**src/sv/lpm_pkg.sv**
```systemverilog
`default_nettype none
package lpm_pkg;

  localparam int ROUTES_DEF = 32;
  localparam int ADDR_W     = 32;
  localparam int PLEN_W     = 6;
  localparam int TTL_W      = 8;
  localparam int CKS_W      = 16;
  localparam int ACT_W      = 3;
  localparam int CMD_W      = 2;

  localparam logic [PLEN_W-1:0] MAX_PLEN   = PLEN_W'(32);
  localparam logic [ADDR_W-1:0] BCAST_ADDR = '1;
  localparam logic [CKS_W:0]    TTL_CKS_INC = (CKS_W+1)'(16'h0100);

  localparam logic [CMD_W-1:0] CMD_CLEAR   = 2'd0;
  localparam logic [CMD_W-1:0] CMD_ADD     = 2'd1;
  localparam logic [CMD_W-1:0] CMD_FORWARD = 2'd2;

  localparam logic [ACT_W-1:0] ACT_CLEARED  = 3'd0;
  localparam logic [ACT_W-1:0] ACT_ADDED    = 3'd1;
  localparam logic [ACT_W-1:0] ACT_FULL     = 3'd2;
  localparam logic [ACT_W-1:0] ACT_LOCAL    = 3'd3;
  localparam logic [ACT_W-1:0] ACT_FORWARD  = 3'd4;
  localparam logic [ACT_W-1:0] ACT_DROP_TTL = 3'd5;
  localparam logic [ACT_W-1:0] ACT_NO_ROUTE = 3'd6;

  typedef struct packed {
    logic [CMD_W-1:0]  command;
    logic [ADDR_W-1:0] address;
    logic [PLEN_W-1:0] prefix_length;
    logic [ADDR_W-1:0] route_next_hop;
    logic [TTL_W-1:0]  time_to_live;
    logic [CKS_W-1:0]  header_checksum;
  } in_item_t;

  typedef struct packed {
    logic [ACT_W-1:0]  action;
    logic [ADDR_W-1:0] chosen_next_hop;
    logic [TTL_W-1:0]  new_ttl;
    logic [CKS_W-1:0]  new_checksum;
  } out_item_t;

  typedef struct packed {
    logic [ADDR_W-1:0] prefix;
    logic [PLEN_W-1:0] plen;
    logic [ADDR_W-1:0] hop;
  } route_t;

  // netmask for a prefix length of 0..32
  function automatic logic [ADDR_W-1:0] len_mask(input logic [PLEN_W-1:0] len);
    logic [ADDR_W-1:0] m;
    if (len == '0) begin
      m = '0;
    end else begin
      m = {ADDR_W{1'b1}} << (MAX_PLEN - len);
    end
    return m;
  endfunction

endpackage
`default_nettype wire

```
**src/sv/ipv4_forward_lpm_engine.sv**
```systemverilog
`default_nettype none
// Clear, add, reserved commands and forwards decided without lookup (TTL zero,
// local/broadcast, empty table): result the cycle after the transfer, busy stays low.
// Lookup: one stored route per cycle through the single table read port and one
// matcher; result after scanning N routes and S_FIN, S_RESP; busy high meanwhile.
// Results are strobed on out_valid for one cycle; the receiver cannot stall.
// Reset: table empty, local_address 0; route entries themselves are not cleared.
module ipv4_forward_lpm_engine #(
  parameter int ROUTES = lpm_pkg::ROUTES_DEF
) (
  input  wire                 clk,
  input  wire                 rst_n,
  input  wire                 start,
  output logic                busy,
  input  wire lpm_pkg::in_item_t in_item,
  output logic                out_valid,
  output lpm_pkg::out_item_t  out_item,
  input  wire                 cfg_we,
  input  wire [31:0]          cfg_wdata
);
  import lpm_pkg::*;

  localparam int IW = (ROUTES > 1) ? $clog2(ROUTES) : 1;
  localparam int CW = $clog2(ROUTES + 1);
  localparam logic [CW-1:0] CNT_FULL = CW'(ROUTES);

  typedef enum logic [1:0] {S_IDLE, S_SCAN, S_FIN, S_RESP} state_t;

  state_t            state_r;
  logic [IW-1:0]     idx_r;
  logic [CW-1:0]     cnt_r;
  logic [ADDR_W-1:0] local_r;
  in_item_t          item_r;
  route_t            rd_entry_r;
  logic              cmp_vld_r;
  logic              found_r;
  logic [PLEN_W-1:0] best_len_r;
  logic [ADDR_W-1:0] best_hop_r;
  out_item_t         out_r;
  logic              out_valid_r;

  route_t mem [ROUTES];

  logic       accept;
  logic       add_ok;
  logic       hit;
  logic       last_idx;
  logic [CKS_W:0]   cks_sum;
  logic [CKS_W-1:0] cks_adj;
  out_item_t  quick;
  logic       need_scan;
  route_t     wr_entry;

  assign accept   = start && (state_r == S_IDLE);
  assign add_ok   = (in_item.command == CMD_ADD) && (cnt_r != CNT_FULL);
  assign busy     = (state_r != S_IDLE);
  assign hit      = cmp_vld_r &&
                    (((rd_entry_r.prefix ^ item_r.address) & len_mask(rd_entry_r.plen)) == '0) &&
                    (!found_r || (rd_entry_r.plen > best_len_r));
  assign last_idx = ((CW'(idx_r) + CW'(1)) == cnt_r);

  // TTL decrement: +0x0100 with end-around carry
  assign cks_sum = {1'b0, item_r.header_checksum} + TTL_CKS_INC;
  assign cks_adj = cks_sum[CKS_W-1:0] + CKS_W'(cks_sum[CKS_W]);

  assign wr_entry.prefix = in_item.address;
  assign wr_entry.plen   = (in_item.prefix_length > MAX_PLEN) ? MAX_PLEN : in_item.prefix_length;
  assign wr_entry.hop    = in_item.route_next_hop;

  // decisions that need no table lookup
  always_comb begin
    quick.action          = ACT_NO_ROUTE;
    quick.chosen_next_hop = '0;
    quick.new_ttl         = in_item.time_to_live;
    quick.new_checksum    = in_item.header_checksum;
    need_scan             = 1'b0;
    case (in_item.command)
      CMD_CLEAR: quick.action = ACT_CLEARED;
      CMD_ADD:   quick.action = add_ok ? ACT_ADDED : ACT_FULL;
      CMD_FORWARD: begin
        if (in_item.time_to_live == '0) begin
          quick.action = ACT_DROP_TTL;
        end else if (in_item.address == local_r || in_item.address == BCAST_ADDR) begin
          quick.action = ACT_LOCAL;
        end else if (cnt_r != '0) begin
          need_scan = 1'b1;
        end
      end
      default: quick.action = ACT_NO_ROUTE;
    endcase
  end

  always_ff @(posedge clk) begin
    if (accept && add_ok) begin
      mem[cnt_r[IW-1:0]] <= wr_entry;
    end
    rd_entry_r <= mem[idx_r];
  end

  always_ff @(posedge clk) begin
    if (!rst_n) begin
      state_r     <= S_IDLE;
      idx_r       <= '0;
      cnt_r       <= '0;
      local_r     <= '0;
      cmp_vld_r   <= 1'b0;
      found_r     <= 1'b0;
      out_valid_r <= 1'b0;
    end else begin
      if (cfg_we) begin
        local_r <= cfg_wdata;
      end
      out_valid_r <= (state_r == S_RESP) || (accept && !need_scan);
      cmp_vld_r   <= (state_r == S_SCAN);
      if (hit) begin
        found_r    <= 1'b1;
        best_len_r <= rd_entry_r.plen;
        best_hop_r <= rd_entry_r.hop;
      end
      case (state_r)
        S_IDLE: begin
          if (accept) begin
            item_r  <= in_item;
            idx_r   <= '0;
            found_r <= 1'b0;
            if (in_item.command == CMD_CLEAR) begin
              cnt_r <= '0;
            end else if (add_ok) begin
              cnt_r <= cnt_r + CW'(1);
            end
            if (need_scan) begin
              state_r <= S_SCAN;
            end else begin
              out_r <= quick;
            end
          end
        end
        S_SCAN: begin
          if (last_idx) begin
            state_r <= S_FIN;
          end else begin
            idx_r <= idx_r + IW'(1);
          end
        end
        S_FIN: state_r <= S_RESP;
        S_RESP: begin
          state_r <= S_IDLE;
          if (found_r && best_hop_r != '0) begin
            out_r.action          <= ACT_FORWARD;
            out_r.chosen_next_hop <= best_hop_r;
            out_r.new_ttl         <= item_r.time_to_live - TTL_W'(1);
            out_r.new_checksum    <= cks_adj;
          end else begin
            out_r.action          <= ACT_NO_ROUTE;
            out_r.chosen_next_hop <= '0;
            out_r.new_ttl         <= item_r.time_to_live;
            out_r.new_checksum    <= item_r.header_checksum;
          end
        end
        default: state_r <= S_IDLE;
      endcase
    end
  end

  assign out_valid = out_valid_r;
  assign out_item  = out_r;

endmodule
`default_nettype wire

```
**config.mk**
```make
export PLATFORM = sky130hd
export DESIGN_NAME = ipv4_forward_lpm_engine
export DESIGN_NICKNAME = d
export VERILOG_FILES = /design/src/sv/lpm_pkg.sv /design/src/sv/ipv4_forward_lpm_engine.sv
export SDC_FILE = /design/constraint.sdc
export NUM_CORES = 2
export LEC_CHECK = 0
export BUFFER_PORTS_ARGS = -buffer_cell sky130_fd_sc_hd__buf_2
export CAP_MARGIN = 20
export CORE_MARGIN = 10
export CORE_UTILIZATION = 38
export CTS_BUF_LIST = sky130_fd_sc_hd__clkbuf_8 sky130_fd_sc_hd__clkbuf_16
export DETAILED_ROUTE_END_ITERATION = 10
export GPL_ROUTABILITY_DRIVEN = 0
export GPL_TIMING_DRIVEN = 0
export SLEW_MARGIN = 40
export SYNTH_ARGS = -nofsm -noshare
export SYNTH_HDL_FRONTEND = slang
export SYNTH_SLANG_ARGS = --single-unit
export TNS_END_PERCENT = 100
```
**constraint.sdc**
```tcl
create_clock -name clk -period 10 [get_ports clk]
set_input_delay 1 -clock clk [delete_from_list [all_inputs] [get_ports clk]]
set_output_delay 1 -clock clk [all_outputs]
set_load 0.05 [all_outputs]
```
### After elaboration in Yosys (flattened, before gate mapping)

Memory sizes are Yosys's and may differ from the RTL's. A register that Yosys moved wholly into a read port is not among the register bits.
Cells that the tools add are included.

* muxes and demuxes: 28
* shifts and indexed selects: 1
* reduce and logical (&&, ||, !) cells: 29
* magnitude comparators: 2
* bitwise operators: 2
* $add $sub $neg: 7
* eq/ne operators: 14

Operators by type and width (count)
* $mux 59: 2
* $pmux 59 s2: 1
* $mux 58: 1
* $and 32x32->32: 1
* $eq 32x32->1: 1
* $eq 32x32->1 const B: 1
* $logic_not 32->1: 1
* $mux 32: 1
* $reduce_bool 32->1: 1
* $shl 32x6->32 const A: 1
* $xor 32x32->32: 1
* $mux 6: 3
* $add 16x9->17 const B: 1
* $add 16x1->16: 1
* $reduce_and 3->1: 4
* $mux 5: 2
* $ne 2x2->1 const B: 5
* $pmux 5 s2: 1
* $mux 1: 9
* $pmux 3 s3: 1
* $logic_not 8->1: 1
* $mux 2: 4
* $pmux 2 s4: 1
* $reduce_bool 2->1: 4
* 20 further kinds: 34

* memories: 1
* bits of input ports: 132
* word-level logic and storage cells: 100
* bits in writable memories: 2240
* output and inout port bits: 61
* bits in registers: 201

Memory list
* mem: depth 32, width 70, rd ports 1, clocked after memory_dff 1, wr ports 1, line ipv4_forward_lpm_engine.sv:42 `route_t mem [ROUTES];`

### Logic depth before layout (Yosys ltp)

* depth after elaboration: 10
* mapped depth: 13

### Worst setup path after synthesis

OpenSTA, ideal clock, no wires.

* path type: in2reg
* from: in in_item[95] (netlist name)
* to: mem mem[0][0] (netlist name), enable pin
* cell stages on the path: 4
* library setup time: 0.584 ns
* path slack: 3.048 ns
* buffers on the path: 1
* required time: 9.416 ns
* arrival: 6.368 ns
* cell sequence: a31o_2 or2_2 clkbuf_1 nor3_1

* longest elaborated chain between the ends: 5

RTL lines
* start, declared: line ipv4_forward_lpm_engine.sv:15 `input wire lpm_pkg::in_item_t in_item,`
* $eq 2x1->1: line ipv4_forward_lpm_engine.sv:55 `assign add_ok = (in_item.command == CMD_ADD) && (cnt_r != CNT_FULL);`
* $logic_and 1x1->1: line ipv4_forward_lpm_engine.sv:55
* $logic_and 1x1->1: line ipv4_forward_lpm_engine.sv:94 `if (accept && add_ok) begin`
* $mux 1: line ipv4_forward_lpm_engine.sv:94
* $mux 1 (implied by the code): line ipv4_forward_lpm_engine.sv:95 `mem[cnt_r[IW-1:0]] <= wr_entry;`
* end, declared: line ipv4_forward_lpm_engine.sv:42

No other way between the ends.

### Worst setup path after layout

* from: in in_item[75] (netlist name)
* to: reg out_r, in the netlist out_item[47], enable pin

* longest elaborated chain between the ends: 7

RTL lines
* $eq 32x32->1: line ipv4_forward_lpm_engine.sv:83 `end else if (in_item.address == local_r || in_item.address == BCAST_ADDR) begin`
* $logic_or 1x1->1 *: line ipv4_forward_lpm_engine.sv:83
* $mux 1 *: line ipv4_forward_lpm_engine.sv:83
* $mux 1 *: line ipv4_forward_lpm_engine.sv:81 `if (in_item.time_to_live == '0) begin`
* $mux 1 *: line ipv4_forward_lpm_engine.sv:77 `case (in_item.command)`
* $ne 2x2->1 (no line) *
* $reduce_and 4->1 (no line) *
* end signal, assigned: line ipv4_forward_lpm_engine.sv:134 `out_r <= quick;`
* end, declared: line ipv4_forward_lpm_engine.sv:39 `out_item_t out_r;`

Every way passes the cells marked *; elsewhere a longest branch is shown, timed or not.
A chain may end at the register's enable or synchronous reset.

==> run metrics <==
kind of critical path=in2reg; worst slew pin tran=0.9275 ns; final setup vio count=0; Tot Pwr=~23000 uW; Iteration-0 DRC Markers=5861; starting density of the core=0.3809; depth of the most critical reg-to-reg path=11; first-pass GRT wire length=362.3 mm; period utilisation layout=0.4485; die area=272000 sq um; Clk network pwr share=0.399; Hold WC Path Type=in2reg; dominant synthesized flop cell=edfxtp_1; Net Sw Frac=0.2255; Port Buf Inserts=around 190; residual DRC count=0; Critical Path Fanout Max=35; PD cells=between 150 and 200 nW/um^2; gr ovfl total=0; Final min period=4.485 ns; number of synthesized flops with an enable pin=2393; Cells on Worst Hold Path=1; clk_lat worst skew=about 0.9 ns; GRT Resource Usage Total=0.1860; Post-CTS Hold Fix Bufs=0; RSZ-0062 raised after global routing=no; Reg-to-Reg End=best_hop_r[19]; via count=roughly 46k; H-tree level count=4; status=completed; Clock Path Buffers=3; Post-CTS Setup Inserts=0; drt via density=about 5.6; CP Capture Type=flip-flop; Worst R2R Setup Slack=around 5.8 ns; Avg WL per Cell=30.97 um; most frequent cells in the layout=2393 x edfxtp_1, 700 x mux4_2, 265 x buf_2; Mapped Area=95590 sq um; worst reg2reg startpoint=rd_entry_r[32]; CTS sink cnt=2511; Setup crit start kind=input port; Flop pwr share=0.521; post-route ant nets=0; Data arrival, critical path=5.06 ns; Psw=5081 uW; asr flop ratio synth=0; post-route insts no fill=8326; share of post-route cells with drive strength above 1=0.3514; multi-input logic area=20720 sq um; max-cap violations=0; CTS buffer count=237; Slew Limit Fails=0; I/O pin count=193; Worst-path clk slew=0.06 ns; vias in the first global route=47.12k; Seq/Total Area, Yosys=0.7765; largest net degree at the start of global routing=36; commonest non-fill, non-tap cell in the layout=edfxtp_1; core area=250900 sq um; Final Hold Slack=0.3029 ns; hold_sp=in_item[5]; Final Hold Viols=0; row count=184; Peak Freq=about 220 MHz; Die Wd=521.5 um; Worst Path Required=10.58 ns; synthesized instance count=roughly 4.1k; max_slew headroom=0.3817; Max VDD drop=~0.18 mV; P&R area growth vs syn=18.81%; syn avg cell area=23.31 sq um; Synth cell types=57; Seq cells post-synth=2511; drt pass-1 iters=5; antenna violations before repair=22; Filler Cell Count=20.75k; Syn. warnings=0; DP Wirelength=between 150 and 200 mm; Comb pwr share=0.080; root buf cell=clkbuf_16; setup TNS=0 ns; Cells after DPL=7871; post-CTS sizing=0; WHS Endpoint=item_r[5]; register area=74220 sq um; Lkg Pwr=0.03574 uW; nets@finish=4918; WL final=257.9 mm; Synth Net Count=4256; Final Skew=0.06192 ns; CTS tree=done; Internal Pwr Total=17450 uW; Vert. Die Dim=around 520 um
cells by family after synthesis:
family          Yosys count  share of synthesized area
flops                  2511                     0.7765
compound gates          114                   0.007304
simple gates            313                    0.01626
fa+ha+maj                24                   0.003142
buf+inv                 229                    0.01046
xor+xnor                104                   0.009529
mux                     805                     0.1768
power by group through the flow:
stage                     combinational (uW)  clock [uW]  sequential [uW]
final                                   1800        8990            11700
after global routing                    1920        9550            11700
after CTS                               1820        9130            11700
after detailed placement                1820           0            12000
after global placement                  1730           0            12000
after floorplan                         1050           0            12000
flip-flops by register name, summed over array words and instances (netlist names):
signal      count
out_valid       1
mem          2240
local_r        32
state_r         2
best_hop_r     32
out_item       59
best_len_r      6
rd_entry_r     70
found_r         1
idx_r           5
cmp_vld_r       1
cnt_r           6
item_r         56
through the flow:
stage	setup WS, ns	util	area, sq um
2_1_floorplan	3.048	-	95590
3_3_place_gp	-4.138	0.4014	100700
3_5_place_dp	4.407	0.4211	105700
4_1_cts	5.358	0.4524	113500
5_1_grt	5.361	0.4525	113600
6_report	5.515	0.4526	113600
critical path, stage by stage:
cell and delay, ns:
buf_2 0.46, xor2_1 0.30, nor4_1 0.71, nand4_1 0.42
o21ai_1 0.68, nor3_1 0.16, or2_2 0.36, a21oi_4 0.49
buf_8 0.24, buf_8 0.20
Yosys cell counts (all sizes together) (6+ instances only):
master | n | share of area
mux2i | 35 | 0.0037
xor2 | 76 | 0.0070
nor3 | 15 | 0.00079
mux4 | 700 | 0.16
clkbuf | 113 | 0.0044
xnor2 | 28 | 0.0026
a31oi | 8 | 0.00052
nor2 | 114 | 0.0045
nand3b | 6 | 0.00047
mux2 | 70 | 0.0082
nor2b | 8 | 0.00052
dfxtp | 118 | 0.025
ha | 24 | 0.0031
nor4 | 28 | 0.0018
edfxtp | 2393 | 0.75
a21oi | 49 | 0.0026
buf | 88 | 0.0049
nand3 | 18 | 0.00094
o21ai | 20 | 0.0010
and3 | 39 | 0.0026
inv | 27 | 0.0011
nand4 | 19 | 0.0012
nand2 | 43 | 0.0017
cell type report:
class / instances / share of cell area
antenna: 9 / 0.0001983
buffer: 201 / 0.008847
clock buffer: 249 / 0.05388
clock inverter: 197 / 0.01524
inverter: 28 / 0.0009255
multi-input combinational: 1360 / 0.1824
sequential: 2511 / 0.6536
tap: 3348 / 0.03689
timing repair buffer: 423 / 0.04804
metal layers:
metal,share of wire,track usage
met5,0.00039,0
met4,0.027,0.05270
met3,0.079,0.03690
met2,0.49,0.3039
met1,0.41,0.2546
how the worst max path moves through the flow:
stage / startpoint / to / cells after the start
finish: in_item[75] / out_item[47] / 10
global placement: in_item[95] / mem[0][31] / 5
CTS: in_item[75] / out_item[50] / 10
global route: in_item[76] / out_item[47] / 10
floorplan: in_item[95] / mem[0][0] / 4
detailed placement: in_item[75] / out_item[50] / 10
(Power assumes the default switching activity.)
